[src/rtl/mccd_pkg.sv]
package mccd_pkg;

    // field widths
    localparam int COIN_W   = 16;
    localparam int TARGET_W = 16;
    localparam int RESULT_W = 17;

    // default sizes
    localparam int MAX_COINS_DEF  = 128;
    localparam int MAX_TARGET_DEF = 65535;

    // largest target that the 16-bit field can carry
    localparam int TARGET_LIMIT = (1 << TARGET_W) - 1;

    // unreachable mark, also the -1 answer
    localparam logic [RESULT_W-1:0] UNREACHED = {RESULT_W{1'b1}};

    typedef enum logic [1:0] {
        ACT_CLEAR  = 2'd0,
        ACT_APPEND = 2'd1,
        ACT_QUERY  = 2'd2
    } t_action;

    typedef enum logic [2:0] {
        S_IDLE,
        S_INIT,
        S_ROW,
        S_COIN_RD,
        S_COIN_CHK,
        S_TAB_CHK,
        S_WRITE
    } t_state;

endpackage

[src/rtl/mccd_coin_store.sv]
module mccd_coin_store
    import mccd_pkg::*;
#(
    parameter int MAX_COINS = MAX_COINS_DEF,
    localparam int CNT_W    = $clog2(MAX_COINS + 1),
    localparam int CIDX_W   = (MAX_COINS > 1) ? $clog2(MAX_COINS) : 1
) (
    input  logic              i_clk,
    input  logic              i_rst_n,
    input  logic              i_clear,
    input  logic              i_append,
    input  logic [COIN_W-1:0] i_value,
    input  logic [CIDX_W-1:0] i_rd_addr,
    output logic [COIN_W-1:0] o_rd_data,
    output logic [CNT_W-1:0]  o_count
);

    logic [COIN_W-1:0] r_mem [MAX_COINS];
    logic [CNT_W-1:0]  r_count;
    logic [CNT_W-1:0]  n_count;
    logic              w_full;
    logic              w_we;

    assign w_full = (r_count == CNT_W'(MAX_COINS));
    assign w_we   = i_append && !w_full;

    // coin count
    always_comb begin
        n_count = r_count;
        if (i_clear) begin
            n_count = '0;
        end else if (w_we) begin
            n_count = r_count + CNT_W'(1);
        end
    end

    always_ff @(posedge i_clk) begin
        if (!i_rst_n) begin
            r_count <= '0;
        end else begin
            r_count <= n_count;
        end
    end

    // coin list storage, registered read
    always_ff @(posedge i_clk) begin
        if (w_we) begin
            r_mem[r_count[CIDX_W-1:0]] <= i_value;
        end
        o_rd_data <= r_mem[i_rd_addr];
    end

    assign o_count = r_count;

endmodule

[config.mk]
export PLATFORM = sky130hd
export DESIGN_NAME = mccd_coin_store
export DESIGN_NICKNAME = d
export VERILOG_FILES = /design/src/rtl/mccd_pkg.sv /design/src/rtl/mccd_coin_store.sv
export SDC_FILE = /design/constraint.sdc
export NUM_CORES = 2
export LEC_CHECK = 0
export BUFFER_PORTS_ARGS = -buffer_cell sky130_fd_sc_hd__buf_2
export CAP_MARGIN = 20
export CORE_ASPECT_RATIO = 1.5
export CORE_MARGIN = 4
export CORE_UTILIZATION = 60
export CTS_CLUSTER_DIAMETER = 40
export CTS_CLUSTER_SIZE = 40
export DETAILED_ROUTE_END_ITERATION = 16
export HOLD_SLACK_MARGIN = 0.02
export PLACE_DENSITY = 0.76
export SYNTH_ARGS = -nofsm -noshare
export SYNTH_HDL_FRONTEND = slang
export SYNTH_SLANG_ARGS = --single-unit
[constraint.sdc]
create_clock -name i_clk -period 8.25 [get_ports i_clk]
set_input_delay 2.0625 -clock i_clk [delete_from_list [all_inputs] [get_ports i_clk]]
set_output_delay 2.0625 -clock i_clk [all_outputs]
set_load 0.01 [all_outputs]
==> metrics.md <==
| Metric | Value |
|---|---|
| Hold Crit Endpoint | `o_count[7]` |
| Synth unique cells | `28` |
| Total gr overflow | `0` |
| Die height | `between 400 and 500 um` |
| Placed insts | `approximately 4900` |
| Commonest cells after routing, fill and taps aside | `edfxtp_1 (2048), mux4_2 (672), buf_4 (185)` |
| DR DRC count | `0` |
| Drt first pass iters | `6` |
| Initial Util | `60.5%` |
| RSZ-0062 raised after global routing | `no` |
| I/O pin cnt | `a little over 50` |
| Area Growth Syn to Fin | `10.7%` |
| Hold Crit Class | `reg2reg` |
| Fmax | `a little over 200 MHz` |
| Layout cell share with drive strength beyond 1 | `34.3%` |
| Post-route ant nets | `0` |
| Final hold vios | `0` |
| Worst Skew | `about 0.03 ns` |
| H-tree depth | `4` |
| Post_cts resized | `0` |
| Critical path type | `in2reg` |
| GRT Total Usage | `roughly 29%` |
| Critical Path AT | `approximately 5.6 ns` |
| First-pass GRT wire length | `~280000 um` |
| Later-pin clock latency in the skew report | `~0.80 ns` |
| Die area | `137000 um^2` |
| Non-Filler Instances | `5174` |
| Overall routed net length | `around 200000 um` |
| Max Cap Viol | `0` |
| Hold path depth | `2` |
| Synthesized area | `just under 80000 um^2` |
| Clock Path Buffers | `3` |
| Final Worst Setup Slack | `around 3.4 ns` |
| Sequential element share of the synthesized area | `between 70 and 80%` |
| Clock transition at path regs | `approximately 0.080 ns` |
| Die X | `around 300 um` |
| Nets | `~3400` |
| Slowest stage cell, crit path | `buf_4` |
| Pwr Density | `231 nW/um^2` |
| Clock Sink Count | `between 2000 and 2500` |
| Core Area | `between 100000 and 150000 um^2` |
| Total Power | `slightly above 20000 uW` |
| RR Endpoint | `r_mem[64][14]` |
| Static Leak | `0.0268 uW` |
| Hpwl dp | `roughly 110000 um` |
| Tightest Pin Transition | `between 1 and 1.5 ns` |
| Synthesized Nets | `3146` |
| Final Cycle Share | `59.3%` |
| Root Driver | `clkbuf_16` |
| Final Wtd Congestion | `0.824` |
| Worst EP required | `approximately 8.9 ns` |
| Reg2Reg Depth | `6` |
| Post-CTS Hold Buffers | `0` |
| Post-Syn Instances | `about 3100` |
| DR iter-0 viols | `between 5000 and 6000` |
| #FFs+latches synth | `about 2100` |
| Final setup fails | `0` |
| # port buffers | `50` |
| Min Tclk post-route | `4.89 ns` |
| Worst setup EP type | `flip-flop` |
| Launching point of the worst reg2reg path | `o_count[6]` |
| CP Cell Sequence | `buf_8, buf_4, mux4_2, mux4_2, mux4_2, mux2_2` |
| Yosys warns | `0` |
| Rows | `between 150 and 200` |
| Peak fanout along the critical path | `97` |
| Synthesized area per cell | `around 25 um^2` |
| CP most frequent cell | `mux4_2` |
| DR WL/cell | `37.7 um` |
| CTS Buf Count | `141` |
| Count of pins over their slew limit | `0` |
| Worst R2R Setup Slack | `4.66 ns` |
| Setup TNS | `0 ns` |
| Initial antenna violation count | `15` |
| Fillcell total | `approximately 7400` |
| TritonCTS clock tree | `yes` |
| Max_slew headroom | `between 20% and 30%` |
| Commonest non-fill, non-tap cell in the layout | `edfxtp_1` |
| Worst slack, placed | `2.58 ns` |
| Vias per cell | `7.06` |
| Run status | `completed` |
| CP Launch Type | `primary input` |
| Largest net degree at the start of global routing | `between 100 and 150` |
| Vias in the first global route | `~37000` |
| CP max stage delay | `0.71 ns` |
| HP Start | `o_count[7]` |
| Utilization after layout | `between 60% and 70%` |
| Post-CTS Setup Inserts | `0` |
| Maximum vdd drop | `about 0.19 mV` |
| Detailed-route via count | `36500` |
-- sequential cells by signal, indices dropped and copies added, names as in the netlist --
register,count
r_mem,2048
o_rd_data,16
o_count,8
-- stage by stage --
stage	cell area [um^2]	hold WS (ns)
after floorplan	78900	0.564
after global placement	82100	0.564
after detailed placement	82200	0.576
after CTS	87200	0.598
after global routing	87300	0.626
final	87300	0.583
-- area by class of cell --
class	count	area, um^2	area share, %
clock inverters	102	1240	1.42
multi-input cells	878	16200	18.5
repair buffers	234	1940	2.22
diodes	7	17.5	0.0201
inverters	3	11.3	0.0129
clock buffers	156	3750	4.30
flip-flops and latches	2072	62000	71.0
well taps	1722	2150	2.47
-- cells in the mapped netlist --
| cell | n | area (um^2) |
|---|---|---|
| buf_2 | 44 | 220 |
| buf_6 | 4 | 45.0 |
| inv_1 | 3 | 11.3 |
| ha_1 | 2 | 25.0 |
| buf_4 | 6 | 45.0 |
| nand3_1 | 9 | 45.0 |
| nor2b_1 | 5 | 31.3 |
| xor2_1 | 4 | 35.0 |
| or4_1 | 1 | 7.51 |
| nand2b_1 | 2 | 12.5 |
| o311ai_0 | 1 | 8.76 |
| o31ai_1 | 1 | 7.51 |
| mux4_2 | 672 | 15100 |
| mux2_2 | 16 | 180 |
| nor3_1 | 1 | 5.00 |
| nand4_1 | 1 | 6.26 |
| buf_1 | 24 | 90.1 |
| nor2_1 | 137 | 514 |
| nand2_1 | 17 | 63.8 |
| edfxtp_1 | 2048 | 61500 |
| dfxtp_1 | 24 | 480 |
| xnor2_1 | 3 | 26.3 |
| o211a_1 | 1 | 10.0 |
| nor3b_1 | 2 | 15.0 |
| and2_1 | 1 | 6.26 |
| and3_1 | 1 | 6.26 |
| mux2i_1 | 1 | 10.0 |
| clkbuf_1 | 86 | 323 |
-- power breakdown --
group	switching [uW]	total [uW]	internal [uW]
clock network	3780	7520	3740
registers	34.4	11600	11600
logic	593	997	404
total	4410	20100	15700
-- cell families (layout without fill, tap and decap cells) --
kind of cell	Yosys count	count (layout)	share of synthesized area, %
flops	2072	2072	78.6
mux	689	689	19.4
simple gates	177	177	0.904
buf+inv	167	495	0.931
xor+xnor	7	7	0.0777
compound gates	3	3	0.0333
fa+ha+maj	2	2	0.0317
other cells	0	7	0
-- metal layers --
metal  global-route usage, %  vias up  share of wire [%]
li1                        -    14000                  -
met1                    37.7    19400                 33
met2                    48.4     2653                 52
met3                    6.18      449                 11
met4                    11.9        6                4.8
met5                       0        -              0.018
-- worst max-delay path, delay by kind of cell --
family	cells	cell delay (ns)
buffers and inverters	2	1.37
multiplexers	4	1.94
-- worst max-delay path by stage --
stage | start | endpoint | slack, ns | cells after the start
finish | i_rd_addr[2] | o_rd_data[4] | 3.36 | 6
global route | i_rd_addr[0] | o_rd_data[12] | 3.26 | 6
CTS | i_rd_addr[0] | o_rd_data[12] | 3.39 | 6
detailed placement | i_rd_addr[0] | o_rd_data[12] | 2.58 | 6
global placement | i_rd_addr[0] | o_rd_data[11] | 2.65 | 6
floorplan | i_rd_addr[0] | o_rd_data[0] | 3.66 | 6
(Power assumes the default switching activity.)
