## src/rtl/mccd_pkg.sv

```systemverilog
package mccd_pkg;

    // field widths
    localparam int COIN_W   = 16;
    localparam int TARGET_W = 16;
    localparam int RESULT_W = 17;

    // default sizes
    localparam int MAX_COINS_DEF  = 128;
    localparam int MAX_TARGET_DEF = 65535;

    // largest target that the 16-bit field can carry
    localparam int TARGET_LIMIT = (1 << TARGET_W) - 1;

    // unreachable mark, also the -1 answer
    localparam logic [RESULT_W-1:0] UNREACHED = {RESULT_W{1'b1}};

    typedef enum logic [1:0] {
        ACT_CLEAR  = 2'd0,
        ACT_APPEND = 2'd1,
        ACT_QUERY  = 2'd2
    } t_action;

    typedef enum logic [2:0] {
        S_IDLE,
        S_INIT,
        S_ROW,
        S_COIN_RD,
        S_COIN_CHK,
        S_TAB_CHK,
        S_WRITE
    } t_state;

endpackage

```

## src/rtl/mccd_seq.sv

```systemverilog
module mccd_seq
    import mccd_pkg::*;
#(
    parameter int MAX_COINS  = MAX_COINS_DEF,
    parameter int MAX_TARGET = MAX_TARGET_DEF,
    localparam int CNT_W     = $clog2(MAX_COINS + 1),
    localparam int CIDX_W    = (MAX_COINS > 1) ? $clog2(MAX_COINS) : 1,
    localparam int TAB_DEPTH =
        ((MAX_TARGET < TARGET_LIMIT) ? MAX_TARGET : TARGET_LIMIT) + 1,
    localparam int TAB_AW    = $clog2(TAB_DEPTH)
) (
    input  logic                i_clk,
    input  logic                i_rst_n,
    input  logic                i_start,
    input  logic [1:0]          i_action,
    input  logic [TARGET_W-1:0] i_target,
    input  logic [CNT_W-1:0]    i_coin_count,
    input  logic [COIN_W-1:0]   i_coin_data,
    input  logic [RESULT_W-1:0] i_tab_data,
    output logic                o_clear,
    output logic                o_append,
    output logic [CIDX_W-1:0]   o_coin_addr,
    output logic                o_tab_we,
    output logic [TAB_AW-1:0]   o_tab_addr,
    output logic [RESULT_W-1:0] o_tab_wdata,
    output logic                o_busy,
    output logic                o_valid,
    output logic [RESULT_W-1:0] o_result
);

    t_state              r_state, n_state;
    logic [TARGET_W-1:0] r_goal, n_goal;
    logic [TARGET_W-1:0] r_i, n_i;
    logic [CIDX_W-1:0]   r_j, n_j;
    logic [RESULT_W-1:0] r_best, n_best;
    logic                r_valid, n_valid;
    logic [RESULT_W-1:0] r_result, n_result;

    logic                w_accept;
    logic                w_last_coin;
    logic                w_coin_fits;
    logic [TARGET_W-1:0] w_below;
    logic [RESULT_W-1:0] w_cand;
    logic                w_over;

    assign w_accept    = i_start && (r_state == S_IDLE);
    assign w_last_coin = ((CNT_W'(r_j) + CNT_W'(1)) == i_coin_count);
    assign w_coin_fits = (i_coin_data != '0) && (i_coin_data <= r_i);
    assign w_below     = r_i - i_coin_data;
    assign w_cand      = i_tab_data + RESULT_W'(1);
    assign w_over      = (32'(i_target) > 32'(MAX_TARGET));

    // next state and datapath
    always_comb begin
        n_state  = r_state;
        n_goal   = r_goal;
        n_i      = r_i;
        n_j      = r_j;
        n_best   = r_best;
        n_valid  = 1'b0;
        n_result = r_result;
        case (r_state)
            S_IDLE: begin
                if (w_accept && (t_action'(i_action) == ACT_QUERY)) begin
                    n_goal = i_target;
                    if (w_over) begin
                        n_valid  = 1'b1;
                        n_result = UNREACHED;
                    end else if (i_target == '0) begin
                        n_valid  = 1'b1;
                        n_result = '0;
                    end else begin
                        n_state = S_INIT;
                    end
                end
            end
            S_INIT: begin
                n_i     = TARGET_W'(1);
                n_state = S_ROW;
            end
            S_ROW: begin
                n_best  = UNREACHED;
                n_j     = '0;
                n_state = (i_coin_count == '0) ? S_WRITE : S_COIN_RD;
            end
            S_COIN_RD: begin
                n_state = S_COIN_CHK;
            end
            S_COIN_CHK: begin
                if (w_coin_fits) begin
                    n_state = S_TAB_CHK;
                end else if (w_last_coin) begin
                    n_state = S_WRITE;
                end else begin
                    n_j     = r_j + CIDX_W'(1);
                    n_state = S_COIN_RD;
                end
            end
            S_TAB_CHK: begin
                // shared compare: keep the smaller count
                if ((i_tab_data != UNREACHED) && (w_cand < r_best)) begin
                    n_best = w_cand;
                end
                if (w_last_coin) begin
                    n_state = S_WRITE;
                end else begin
                    n_j     = r_j + CIDX_W'(1);
                    n_state = S_COIN_RD;
                end
            end
            S_WRITE: begin
                if (r_i == r_goal) begin
                    n_valid  = 1'b1;
                    n_result = r_best;
                    n_state  = S_IDLE;
                end else begin
                    n_i     = r_i + TARGET_W'(1);
                    n_state = S_ROW;
                end
            end
            default: begin
                n_state = S_IDLE;
            end
        endcase
    end

    // memory controls and handshake
    always_comb begin
        o_clear     = 1'b0;
        o_append    = 1'b0;
        o_coin_addr = r_j;
        o_tab_we    = 1'b0;
        o_tab_addr  = r_i[TAB_AW-1:0];
        o_tab_wdata = r_best;
        o_busy      = (r_state != S_IDLE);
        case (r_state)
            S_IDLE: begin
                if (w_accept) begin
                    o_clear  = (t_action'(i_action) == ACT_CLEAR);
                    o_append = (t_action'(i_action) == ACT_APPEND);
                end
            end
            S_INIT: begin
                o_tab_we    = 1'b1;
                o_tab_addr  = '0;
                o_tab_wdata = '0;
            end
            S_COIN_CHK: begin
                o_tab_addr = w_below[TAB_AW-1:0];
            end
            S_WRITE: begin
                o_tab_we = 1'b1;
            end
            default: begin
                o_tab_we = 1'b0;
            end
        endcase
    end

    always_ff @(posedge i_clk) begin
        if (!i_rst_n) begin
            r_state <= S_IDLE;
            r_valid <= 1'b0;
        end else begin
            r_state <= n_state;
            r_valid <= n_valid;
        end
    end

    always_ff @(posedge i_clk) begin
        r_goal   <= n_goal;
        r_i      <= n_i;
        r_j      <= n_j;
        r_best   <= n_best;
        r_result <= n_result;
    end

    assign o_valid  = r_valid;
    assign o_result = r_result;

endmodule

```

## config.mk

```make
export PLATFORM = sky130hd
export DESIGN_NAME = mccd_seq
export DESIGN_NICKNAME = d
export VERILOG_FILES = /design/src/rtl/mccd_pkg.sv /design/src/rtl/mccd_seq.sv
export SDC_FILE = /design/constraint.sdc
export NUM_CORES = 1
export LEC_CHECK = 0
export ABC_CLOCK_PERIOD_IN_PS = 4100
export BUFFER_PORTS_ARGS = -buffer_cell sky130_fd_sc_hd__buf_2
export CAP_MARGIN = 5
export CORE_MARGIN = 1
export CORE_UTILIZATION = 35
export CTS_CLUSTER_SIZE = 16
export DETAILED_ROUTE_END_ITERATION = 6
export GPL_ROUTABILITY_DRIVEN = 0
export PLACE_DENSITY_LB_ADDON = 0.1
export SYNTH_ARGS = -nofsm -noshare
export SYNTH_HDL_FRONTEND = slang
export SYNTH_SLANG_ARGS = --single-unit
```

## constraint.sdc

```tcl
create_clock -name i_clk -period 4.1 [get_ports i_clk]
set_input_delay 0.82 -clock i_clk [delete_from_list [all_inputs] [get_ports i_clk]]
set_output_delay 0.82 -clock i_clk [all_outputs]
set_load 0.005 [all_outputs]
```

==> results.yml <==
sta:
  fmax_mhz: 267
  period_minus_slack_ns: 3.74
  report.final.slew_viol_count: 0
  relSlewSlack: 0.204
  worst_pin_slew_ns: 1.19
  grt_setup_unrepaired: "no"
  setup_viol: 0
  setup_tns_ns: 0
  finClkSkew_ns: 0.00707
  hold_viol: 0
  min_period_over_period: 0.913
pwr:
  power_density_nw_per_um2: 301
  p_leak_uw: 0.00265
  p_total_uw: 1930
  vdd_ir_drop_max_v: 0.000189
synthesis:
  syn_nets: 648
  synthArstFlopShare: 0
  synth.area.top_cells: "edfxtp_1, ha_1, xor2_1"
  synth_top_area_frac: 0.419
  synth.distinct_cells: 43
  synthFlopType: "edfxtp_1"
  ys_seq_area_frac: 0.434
  yosys.area.top_type: "edfxtp_1"
  synth-edff-count: 73
  synthesis.area_um2: 5240
  syn-mean-instance-area_um2: 9.54
  yosys_register_bits: 77
  syn_inst: 549
  synth_warnings: 0
min_path:
  hp-class: "reg -> reg"
critical_path:
  reg2regPathDepth: 9
  endpoint: "o_tab_addr[11]"
  crit_path_end_kind: "output pin"
  cp_data_arrival_time_ns: 2.92
  path_max_fanout: 5
  r2r_end: "o_coin_addr[6]"
  startpoint_type: "input port"
  critPathKind: "in -> out"
  r2r_slack_ns: 1.24
  startpoint: "i_coin_data[3]"
  worstPathRequired_ns: 3.28
  reg2reg_from: "r_i[9]"
final_layout:
  area_delta_synth_final_pct: 22.5
  antenna_cells: 0
  final_util: 0.440
  fill_cells: 1455
  drive_gt1_frac: 0.225
  final_net_count: 782
detailed_routing:
  detail-route-antenna-nets: 0
  dr_wl_met3_um: 617
  dr_total_vias: 4437
  vias_per_cell: 5.09
  top_layer: "met4"
  drt_iter0_drc: 273
  wl_met2_um: 6240
  wl_met1_um: 6310
  first_pass_iters: 5
  drt-total-wl_um: 13500
  drc_errors: 0
  wl_per_cell_um: 15.5
run:
  cap_violations: 0
clock_network:
  cts_setup_buffers: 0
  cts_resized: 0
  holdBufCountCts: 0
  clock_latency_ns: 0.34
  numCtsBuffers: 9
  cts_htree_levels: 3
  cts_sinks: 77
  cts_tree: "yes"
  clk_pin_slew_ns: 0.06
  cts_max_path_buffers: 2
  cts-root-buf: "clkbuf_16"
grt:
  grt_first_pass_wirelength_um: 21900
  grt_overflow_total: 0
  first_global_vias: 4285
  grt_max_degree: 20
  antenna_found_initial: 0
  track_usage: 0.179
floorplan:
  die_width_um: 124
  fp.coreArea_um2: 14600
  start_util: 0.359
  rows: 44
  die_h_um: 124
  dieArea_um2: 15500
  pin_count: 124
place:
  dp_hpwl_um: 10500
  portBuffers: 123
run_status:
  status: "completed"
==> flip-flops by register name (all words and copies together), names as in the netlist <==
name / flops
o_coin_addr: 7
o_result: 17
o_valid: 1
r_best: 17
r_goal: 16
r_i: 16
r_state: 3
==> through the flow <==
step	worst slack [ns]	hold slack [ns]	cells	cell area, um^2
4_1_cts	0.354	0.587	872	6420
3_3_place_gp	0.424	0.570	856	6130
3_5_place_dp	0.352	0.567	856	6130
2_1_floorplan	0.398	0.534	549	5240
5_1_grt	0.182	0.633	872	6420
6_report	0.358	0.585	872	6420
==> layer usage <==
layer,global-route usage,vias up
li1,-,2214
met1,0.240,2097
met2,0.279,107
met3,0.0460,19
met4,0.0567,0
met5,0,-
==> how the worst min path moves through the flow <==
stage / cells past startpoint / from / end / slack [ns]
after floorplan: 1 / r_best[0] / o_result[0] / 0.53
after global placement: 2 / r_best[10] / o_result[10] / 0.57
after detailed placement: 2 / r_best[11] / o_result[11] / 0.57
after CTS: 2 / r_best[14] / o_result[14] / 0.59
after global routing: 2 / r_best[1] / o_result[1] / 0.63
final: 2 / r_best[9] / o_result[9] / 0.59
==> power breakdown <==
group	total (uW)	leakage [uW]	internal [uW]	switching (uW)
combinational	266	0.00182	122	144
sequential	886	0.000690	869	17.0
clock	781	0.000137	468	313
==> cells in the mapped netlist (all sizes together), types with 4 or more instances <==
library cell / number
nor2: 68
xnor2: 27
a31oi: 4
ha: 36
edfxtp: 73
inv: 41
mux2i: 4
nand2b: 20
o21a: 6
a21oi: 28
or3: 8
and3: 13
xor2: 40
o21ai: 29
nor4: 13
nand4: 11
a21o: 8
nand2: 42
dfxtp: 4
nor2b: 8
nand3: 15
clkbuf: 11
nor3: 8
==> cell type report <==
type                       count  area, um^2  area share
timing repair buffer         135         706       0.110
inverter                      41         154      0.0240
tap                          184         230      0.0359
clock inverter                 5        51.3     0.00800
clock buffer                  11         233      0.0363
multi-input combinational    419        2770       0.432
sequential                    77        2270       0.354
==> layout by cell type, fill, tap and decap left out, drive strengths merged, types with 3 or more instances in the layout <==
cell,n
buf,135
edfxtp,73
nor2,68
nand2,42
inv,41
xor2,40
ha,36
o21ai,29
a21oi,28
xnor2,27
nand2b,20
nand3,15
and3,13
nor4,13
nand4,11
clkbuf,11
a21o,8
nor2b,8
or3,8
nor3,8
o21a,6
a31oi,4
mux2i,4
dfxtp,4
a311o,3
o211ai,3
a211oi,3
and2,3
nor3b,3
or4,3
clkinv,3
==> worst max-delay path, cell delays in order <==
cell and delay (ns):
buf_2 0.09, inv_1 0.04, ha_1 0.35, a21oi_1 0.28
nor2b_1 0.09, a311o_1 0.38, o21a_1 0.26, a21oi_1 0.19
mux2i_1 0.19, o21ai_0 0.08, buf_2 0.15
==> cells by family after synthesis <==
logic type | share of synthesized area
flops | 0.434
compound gates | 0.107
buf+inv | 0.0389
mux | 0.00765
fa+ha+maj | 0.0898
xor+xnor | 0.112
simple gates | 0.211
Note: power is estimated with default switching activity, not from simulation.
